<file path="src/exp_ts_pkg.sv">
`timescale 1ns / 1ps
// ----------------------------------------------------------------------------
// exp_ts_pkg
// Shared widths, register indexes and microcode definitions for the
// exponential Taylor series core.
// ----------------------------------------------------------------------------
package exp_ts_pkg;

   // argument, term, sum and divider widths
   localparam int X_W        = 32;
   localparam int TMAG_W     = 42;
   localparam int SUM_W      = 64;
   localparam int PROD_W     = 64;
   localparam int FULL_W     = 74;
   localparam int FRAC_SHIFT = 28;
   localparam int DVD_W      = 48;
   localparam int DIV_DIGIT  = 8;
   localparam int DIV_PASSES = DVD_W / DIV_DIGIT;
   localparam int DCNT_W     = 3;

   // configuration registers
   localparam int TOL_W       = 32;
   localparam int TL_W        = 7;
   localparam int CSR_IDX_W   = 1;
   localparam int CSR_DATA_W  = 32;
   localparam logic [CSR_IDX_W-1:0] CSR_TOLERANCE  = 1'd0;
   localparam logic [CSR_IDX_W-1:0] CSR_TERM_LIMIT = 1'd1;
   localparam logic [TOL_W-1:0]     TOL_RESET      = 32'd1;
   localparam logic [TL_W-1:0]      TL_RESET       = 7'd64;

   // microcode program counter
   localparam int PC_W = 3;

   // datapath action of one control word
   typedef enum logic [2:0] {
      OP_WAIT   = 3'd0,
      OP_MUL_LO = 3'd1,
      OP_MUL_HI = 3'd2,
      OP_DIV    = 3'd3,
      OP_ACC    = 3'd4,
      OP_NEXT   = 3'd5,
      OP_EMIT   = 3'd6,
      OP_NOP    = 3'd7
   } op_type;

   // jump condition of one control word
   typedef enum logic [2:0] {
      COND_NEVER    = 3'd0,
      COND_ALWAYS   = 3'd1,
      COND_NO_REQ   = 3'd2,
      COND_DIV_BUSY = 3'd3,
      COND_STOP     = 3'd4,
      COND_OUT_BUSY = 3'd5
   } cond_type;

   typedef struct packed {
      op_type          op;
      cond_type        cond;
      logic [PC_W-1:0] target;
   } ucode_type;

   // step addresses
   localparam logic [PC_W-1:0] ST_WAIT   = 3'd0;
   localparam logic [PC_W-1:0] ST_MUL_LO = 3'd1;
   localparam logic [PC_W-1:0] ST_MUL_HI = 3'd2;
   localparam logic [PC_W-1:0] ST_DIV    = 3'd3;
   localparam logic [PC_W-1:0] ST_ACC    = 3'd4;
   localparam logic [PC_W-1:0] ST_NEXT   = 3'd5;
   localparam logic [PC_W-1:0] ST_EMIT   = 3'd6;
   localparam logic [PC_W-1:0] ST_NOP    = 3'd7;

   // control store: one word per step, jump to target when cond holds
   function automatic ucode_type ucode_rom(input logic [PC_W-1:0] addr);
      ucode_type w;
      case (addr)
         ST_WAIT:   w = '{OP_WAIT,   COND_NO_REQ,   ST_WAIT};
         ST_MUL_LO: w = '{OP_MUL_LO, COND_NEVER,    ST_WAIT};
         ST_MUL_HI: w = '{OP_MUL_HI, COND_NEVER,    ST_WAIT};
         ST_DIV:    w = '{OP_DIV,    COND_DIV_BUSY, ST_DIV};
         ST_ACC:    w = '{OP_ACC,    COND_STOP,     ST_EMIT};
         ST_NEXT:   w = '{OP_NEXT,   COND_ALWAYS,   ST_MUL_LO};
         ST_EMIT:   w = '{OP_EMIT,   COND_OUT_BUSY, ST_EMIT};
         ST_NOP:    w = '{OP_NOP,    COND_ALWAYS,   ST_WAIT};
         default:   w = '{OP_NOP,    COND_ALWAYS,   ST_WAIT};
      endcase
      return w;
   endfunction

endpackage

</file>
<file path="src/exp_taylor_series_tolerance_core.sv">
`timescale 1ns / 1ps
// ----------------------------------------------------------------------------
// exp_taylor_series_tolerance_core
// Fixed-point exp(x) by the Maclaurin series, stopping on a term tolerance.
// ----------------------------------------------------------------------------
// Takes x in signed Q3.28 and returns exp(x) in unsigned Q32.32 (negative sums
// clamp to zero), the index of the term where summing stopped and a flag set
// when the term limit was reached first. Each term is formed from the last as
// term * |x| / k, truncated toward zero, by a small microcoded sequencer over
// one 32x32 multiplier (two passes per term) and an 8-bit-per-cycle divider
// (six passes per term). The divider passes take most of the time spent on
// each of the n terms computed (at most the term limit). A new item is taken
// once the previous result sits in the output register and the sequencer has
// stepped through NOP back to WAIT, even while that result waits to be read.
// ----------------------------------------------------------------------------
module exp_taylor_series_tolerance_core
   import exp_ts_pkg::*;
#(
   parameter int MAX_TERMS = 64
) (
   input  logic                  clock,
   input  logic                  reset,
   // argument channel
   input  logic                  req_valid,
   output logic                  req_ready,
   input  logic signed [X_W-1:0] req_x,
   // result channel
   output logic                  rsp_valid,
   input  logic                  rsp_ready,
   output logic [SUM_W-1:0]      rsp_exp_value,
   output logic [TL_W-1:0]       rsp_terms_used,
   output logic                  rsp_not_converged,
   // configuration writes
   input  logic                  csr_valid,
   output logic                  csr_ready,
   input  logic [CSR_IDX_W-1:0]  csr_index,
   input  logic [CSR_DATA_W-1:0] csr_data
);

   localparam int KW = $clog2(MAX_TERMS + 1);
   localparam int LW = (KW > TL_W) ? KW : TL_W;

   // sequencer
   logic [PC_W-1:0]   pc_ff, pc_in;
   ucode_type         cw;
   logic              jump;

   // configuration
   logic [TOL_W-1:0]  tol_ff, tol_in;
   logic [TL_W-1:0]   term_limit_ff, term_limit_in;

   // datapath
   logic [X_W-1:0]    xmag_ff, xmag_in;
   logic              xneg_ff, xneg_in;
   logic [KW-1:0]     limit_ff, limit_in;
   logic [KW-1:0]     k_ff, k_in;
   logic [TMAG_W-1:0] tmag_ff, tmag_in;
   logic              tneg_ff, tneg_in;
   logic [SUM_W-1:0]  sum_ff, sum_in;
   logic [PROD_W-1:0] prod_ff, prod_in;
   logic [DVD_W-1:0]  dvd_ff, dvd_in;
   logic [KW-1:0]     rem_ff, rem_in;
   logic [DCNT_W-1:0] dcnt_ff, dcnt_in;
   logic [KW-1:0]     used_ff, used_in;
   logic              missed_ff, missed_in;

   // result register
   logic              rsp_valid_ff, rsp_valid_in;
   logic [SUM_W-1:0]  rsp_value_ff, rsp_value_in;
   logic [TL_W-1:0]   rsp_used_ff, rsp_used_in;
   logic              rsp_missed_ff, rsp_missed_in;

   // combinational helpers
   logic [LW-1:0]     lim_wide;
   logic [KW-1:0]     limit_calc;
   logic [X_W-1:0]    xmag_calc;
   logic [PROD_W-1:0] mul_lo;
   logic [TMAG_W-1:0] mul_hi;
   logic [FULL_W-1:0] full_prod;
   logic [KW:0]       div_r;
   logic [DVD_W-1:0]  div_d;
   logic              below_tol;
   logic              at_limit;
   logic              stop;
   logic              tneg_next;
   logic [SUM_W-1:0]  tmag_ext;
   logic [LW-1:0]     used_wide;
   logic              out_busy;
   logic              emit_load;

   // fetch control word
   assign cw        = ucode_rom(pc_ff);
   assign req_ready = (cw.op == OP_WAIT);
   assign csr_ready = 1'b1;
   assign out_busy  = rsp_valid_ff && !rsp_ready;

   // effective term limit: zero acts as one, clip at MAX_TERMS
   always_comb begin
      lim_wide = LW'(term_limit_ff);
      if (lim_wide == '0) begin
         lim_wide = LW'(1);
      end else if (lim_wide > LW'(MAX_TERMS)) begin
         lim_wide = LW'(MAX_TERMS);
      end
      limit_calc = lim_wide[KW-1:0];
   end

   // argument magnitude; the most negative code negates onto itself
   assign xmag_calc = req_x[X_W-1] ? (~req_x + X_W'(1)) : req_x;

   // multiplier passes: low 32 bits of the term, then its high bits
   assign mul_lo    = PROD_W'(tmag_ff[31:0]) * PROD_W'(xmag_ff);
   assign mul_hi    = TMAG_W'(tmag_ff[TMAG_W-1:32]) * TMAG_W'(xmag_ff);
   assign full_prod = {mul_hi, 32'd0} + FULL_W'(prod_ff);

   // divider: eight restoring steps per pass, quotient shifts into dvd_ff
   always_comb begin
      div_r = {1'b0, rem_ff};
      div_d = dvd_ff;
      for (int j = 0; j < DIV_DIGIT; j++) begin
         div_r = {div_r[KW-1:0], div_d[DVD_W-1]};
         div_d = {div_d[DVD_W-2:0], 1'b0};
         if (div_r >= {1'b0, k_ff}) begin
            div_r    = div_r - {1'b0, k_ff};
            div_d[0] = 1'b1;
         end
      end
   end

   // stop test on the new term
   assign below_tol = (dvd_ff < DVD_W'(tol_ff));
   assign at_limit  = (k_ff == limit_ff);
   assign stop      = below_tol || at_limit;
   assign tneg_next = tneg_ff ^ xneg_ff;
   assign tmag_ext  = SUM_W'(dvd_ff[TMAG_W-1:0]);

   // jump condition
   always_comb begin
      case (cw.cond)
         COND_NEVER:    jump = 1'b0;
         COND_ALWAYS:   jump = 1'b1;
         COND_NO_REQ:   jump = !req_valid;
         COND_DIV_BUSY: jump = (dcnt_ff != DCNT_W'(DIV_PASSES - 1));
         COND_STOP:     jump = stop;
         COND_OUT_BUSY: jump = out_busy;
         default:       jump = 1'b0;
      endcase
   end

   assign pc_in     = jump ? cw.target : pc_ff + PC_W'(1);
   assign emit_load = (cw.op == OP_EMIT) && !out_busy;

   // configuration writes
   always_comb begin
      tol_in        = tol_ff;
      term_limit_in = term_limit_ff;
      if (csr_valid && csr_ready) begin
         case (csr_index)
            CSR_TOLERANCE:  tol_in        = csr_data[TOL_W-1:0];
            CSR_TERM_LIMIT: term_limit_in = csr_data[TL_W-1:0];
            default:        tol_in        = tol_ff;
         endcase
      end
   end

   // datapath actions per control word
   always_comb begin
      xmag_in   = xmag_ff;
      xneg_in   = xneg_ff;
      limit_in  = limit_ff;
      k_in      = k_ff;
      tmag_in   = tmag_ff;
      tneg_in   = tneg_ff;
      sum_in    = sum_ff;
      prod_in   = prod_ff;
      dvd_in    = dvd_ff;
      rem_in    = rem_ff;
      dcnt_in   = dcnt_ff;
      used_in   = used_ff;
      missed_in = missed_ff;
      case (cw.op)
         OP_WAIT: begin
            if (req_valid) begin
               xmag_in  = xmag_calc;
               xneg_in  = req_x[X_W-1];
               limit_in = limit_calc;
               k_in     = KW'(1);
               tmag_in  = TMAG_W'(64'd1 << 32);
               tneg_in  = 1'b0;
               sum_in   = SUM_W'(64'd1 << 32);
            end
         end
         OP_MUL_LO: begin
            prod_in = mul_lo;
         end
         OP_MUL_HI: begin
            dvd_in  = DVD_W'(full_prod[FULL_W-1:FRAC_SHIFT]);
            rem_in  = '0;
            dcnt_in = '0;
         end
         OP_DIV: begin
            dvd_in  = div_d;
            rem_in  = div_r[KW-1:0];
            dcnt_in = dcnt_ff + DCNT_W'(1);
         end
         OP_ACC: begin
            if (below_tol) begin
               used_in   = k_ff;
               missed_in = 1'b0;
            end else begin
               tmag_in = dvd_ff[TMAG_W-1:0];
               tneg_in = tneg_next;
               sum_in  = tneg_next ? (sum_ff - tmag_ext) : (sum_ff + tmag_ext);
               if (at_limit) begin
                  used_in   = limit_ff;
                  missed_in = 1'b1;
               end
            end
         end
         OP_NEXT: begin
            k_in = k_ff + KW'(1);
         end
         default: begin
            k_in = k_ff;
         end
      endcase
   end

   // result register: load on emit, drop when the transaction completes
   assign used_wide = LW'(used_ff);

   always_comb begin
      rsp_valid_in  = rsp_valid_ff;
      rsp_value_in  = rsp_value_ff;
      rsp_used_in   = rsp_used_ff;
      rsp_missed_in = rsp_missed_ff;
      if (rsp_valid_ff && rsp_ready) begin
         rsp_valid_in = 1'b0;
      end
      if (emit_load) begin
         rsp_valid_in  = 1'b1;
         rsp_value_in  = sum_ff[SUM_W-1] ? '0 : sum_ff;
         rsp_used_in   = used_wide[TL_W-1:0];
         rsp_missed_in = missed_ff;
      end
   end

   // control registers
   always_ff @(posedge clock) begin
      if (reset) begin
         pc_ff         <= ST_WAIT;
         rsp_valid_ff  <= 1'b0;
         tol_ff        <= TOL_RESET;
         term_limit_ff <= TL_RESET;
      end else begin
         pc_ff         <= pc_in;
         rsp_valid_ff  <= rsp_valid_in;
         tol_ff        <= tol_in;
         term_limit_ff <= term_limit_in;
      end
   end

   // payload registers
   always_ff @(posedge clock) begin
      xmag_ff       <= xmag_in;
      xneg_ff       <= xneg_in;
      limit_ff      <= limit_in;
      k_ff          <= k_in;
      tmag_ff       <= tmag_in;
      tneg_ff       <= tneg_in;
      sum_ff        <= sum_in;
      prod_ff       <= prod_in;
      dvd_ff        <= dvd_in;
      rem_ff        <= rem_in;
      dcnt_ff       <= dcnt_in;
      used_ff       <= used_in;
      missed_ff     <= missed_in;
      rsp_value_ff  <= rsp_value_in;
      rsp_used_ff   <= rsp_used_in;
      rsp_missed_ff <= rsp_missed_in;
   end

   assign rsp_valid         = rsp_valid_ff;
   assign rsp_exp_value     = rsp_value_ff;
   assign rsp_terms_used    = rsp_used_ff;
   assign rsp_not_converged = rsp_missed_ff;

endmodule

</file>
<file path="config.mk">
export PLATFORM = sky130hd
export DESIGN_NAME = exp_taylor_series_tolerance_core
export DESIGN_NICKNAME = d
export VERILOG_FILES = /design/src/exp_ts_pkg.sv /design/src/exp_taylor_series_tolerance_core.sv
export SDC_FILE = /design/constraint.sdc
export NUM_CORES = 2
export LEC_CHECK = 0
export ABC_AREA = 1
export BUFFER_PORTS_ARGS = -buffer_cell sky130_fd_sc_hd__clkbuf_2
export CAP_MARGIN = 20
export CORE_MARGIN = 3
export CORE_UTILIZATION = 62
export DETAILED_ROUTE_END_ITERATION = 6
export HOLD_SLACK_MARGIN = 0.03
export PLACE_DENSITY = 0.78
export REMOVE_ABC_BUFFERS = 1
export SLEW_MARGIN = 5
export SYNTH_ARGS = -nofsm -noshare
export SYNTH_HDL_FRONTEND = slang
export SYNTH_SLANG_ARGS = --single-unit
</file>
<file path="constraint.sdc">
create_clock -name clock -period 38.5 [get_ports clock]
set_clock_uncertainty 0.05 [all_clocks]
set_input_delay 3.85 -clock clock [delete_from_list [all_inputs] [get_ports clock]]
set_output_delay 3.85 -clock clock [all_outputs]
set_load 0.05 [all_outputs]
</file>
==> metrics <==
status finished, violations left; failing checks design-rule violations; first-pass GRT wire length 311 mm; Post-CTS Setup Inserts 0; setup TNS 0 ns; number of synthesis warnings 0; Initial Util 0.628; crit path from k_ff[2]; H-tree levels 2; Routed WL per cell 20.1 µm; Yosys reg bits 378; CP max-delay cell o21ai_0; startpoint types flip-flop; met3 WL 19.9 mm; I/O pin count 145; CTS Buffer Depth 3; Synth top area share 0.339; total grt overflow 0; predominant post-synthesis flop cell edfxtp_1; largest net degree at the start of global routing 72; vias in the first global route 58200; Port Buffers 142; Crit path top cell by count nand2_1; GRT Total Usage 0.356; Sink Count 378; DR WL met2 92.0 mm; Worst Hold Class flip-flop to flip-flop; Worst-path clk slew 0.07 ns; DRC 1; Worst R2R Setup Slack 23.31 ns; DR vias/cell 5.68; WP data arrival 15.58 ns; Cells after Synth 8391; Nets 10100; Max-Cap Viols 0; GPL Wtd Cong 0.993; initial antenna violation count 3; reg2reg start k_ff[2]; synthesized area 0.0676 mm²; Final HPWL DP 150 mm; Seq/Total Area, Yosys 0.160; CTS Buf Count 38; Setup crit end kind flip-flop; EDFF count, synth 327; core box area 0.108 mm²; ys async rst share 0; layout cell share with drive strength beyond 1 0.0421; 1st-pass router iterations 7; CP max FO 12; Setup Viol. Count Final 0; Metal-1 WL 73.6 mm; RSZ-0062 raised after global routing false; Clk Latency, worst-skew pair 0.59 ns; Root Driver clkbuf_16; detailed-route via count 55500; cts repair resizes 0; post-synthesis average cell area 8.05 µm²; DRT iter0 DRCs 4594; Final Hold Viols 0; Netlist cell types 53; fin crit share 0.394; post-route ant nets 0; # fillers 8982; Critical Path RT 38.89 ns; Top Metal Used met5; hold_sp used_ff[5]; cell taking the most area after synthesis fa_1; Detailed Route WL 196 mm; die width 336 µm; area grow syn2layout 4.77%; die height 336 µm; dominant cells by area after synthesis fa_1 (34%), edfxtp_1 (15%), inv_1 (12%), nand2_1 (11%), ha_1 (9.8%); Final Critical Period 15.19 ns; slew margin rel. 0.290; # rows 120; largest stage delay on the critical path 0.48 ns; CP Class flip-flop to flip-flop; worst-margin pin slew 1.06 ns; Fmax 65.8 MHz; CTS Hold Bufs 0; die area 0.113 mm²; fin. max-slew vios 0; CTS tree yes
[layout make-up]
| type | instances | area [µm²] | share of cell area |
|---|---|---|---|
| tap | 1403 | 1760 | 0.0248 |
| timing repair buffer | 243 | 1510 | 0.0213 |
| antenna | 1 | 2.50 | 0.0000353 |
| sequential | 378 | 10800 | 0.153 |
| inverter | 2148 | 8060 | 0.114 |
| clock inverter | 23 | 188 | 0.00265 |
| multi-input combinational | 5521 | 47400 | 0.669 |
| clock buffer | 47 | 1060 | 0.0150 |
[kinds of logic after synthesis]
group | synth area share
AOI/OAI and AO/OA | 0.0781
xor gates and xnor gates | 0.0296
adders and majority gates | 0.436
buffers and inverters | 0.139
DFF | 0.160
other | 0.000111
and+or+nand+nor | 0.157
[worst paths after layout]
path	cells past startpoint	to
worst max register to register	78	rem_ff[2]
worst min register to register	0	rsp_terms_used[5]
worst max-delay path	78	rem_ff[2]
worst min-delay path	0	rsp_terms_used[5]
[critical path, delay by kind of cell (launching register included)]
kind            cells  cell delay, ns
simple gates       29            3.55
compound gates     32            7.07
fa+ha+maj           8            2.75
flops               1            0.44
buf+inv             9            1.15
[metal layers]
layer	vias up	global-route usage
li1	25000	-
met5	-	0
met2	2698	0.591
met1	27100	0.450
met4	4	0.161
met3	633	0.0727
[Yosys cell counts (51+ instances only)]
library cell  count
xnor2_1          82
edfxtp_1        327
a21oi_1         427
nor3_1           52
xor2_1          146
o21ai_0         283
ha_1            528
nand2_1        1943
fa_1           1143
inv_1          2140
dfxtp_1          51
nand3_1         112
clkbuf_1        329
nor2_1          469
a31oi_1          75
[registers in the layout, summed over array words and instances (netlist names), 3 cells and up]
name and count:
cw 8, dcnt_ff 3, dvd_ff 48, k_ff 7
limit_ff 7, pc_ff 3, prod_ff 36, rem_ff 7
rsp_exp_value 63, rsp_terms_used 7, sum_ff 64, term_limit_ff 7
tmag_ff 42, tol_ff 32, used_ff 7, xmag_ff 32
[metrics by stage]
step	area, µm²	utilization	hold slack [ns]	std cells	worst slack (ns)
after floorplan	66300	-	0.350	8047	25.66
after global placement	69500	0.646	0.355	9691	23.27
after detailed placement	69500	0.646	0.356	9692	23.34
after CTS	70800	0.657	0.374	9762	23.30
after global routing	70800	0.658	0.378	9763	21.74
final	70800	0.658	0.375	9764	23.31
[placed cells by master (no fill, tap or decap), types with 9 or more instances in the layout]
cell type,netlist,routed
a21boi_0,12,12
a21o_1,16,16
a21oi_1,427,427
a31oi_1,75,75
buf_4,2,99
clkbuf_16,0,41
clkbuf_2,0,142
clkinv_1,3,12
dfxtp_1,51,51
edfxtp_1,327,327
fa_1,1143,1143
ha_1,528,528
inv_1,2140,2139
nand2_1,1943,1942
nand3_1,112,112
nand4_1,44,44
nor2_1,469,467
nor3_1,52,50
nor4_1,13,13
o211ai_1,9,9
o21a_1,47,47
o21ai_0,283,282
o21ai_1,17,18
o221ai_1,12,12
o31ai_1,10,10
xnor2_1,82,82
xor2_1,146,146
Power is not shown: default switching activity piles up to over one toggle a cycle in this logic, so the estimate is an artifact.
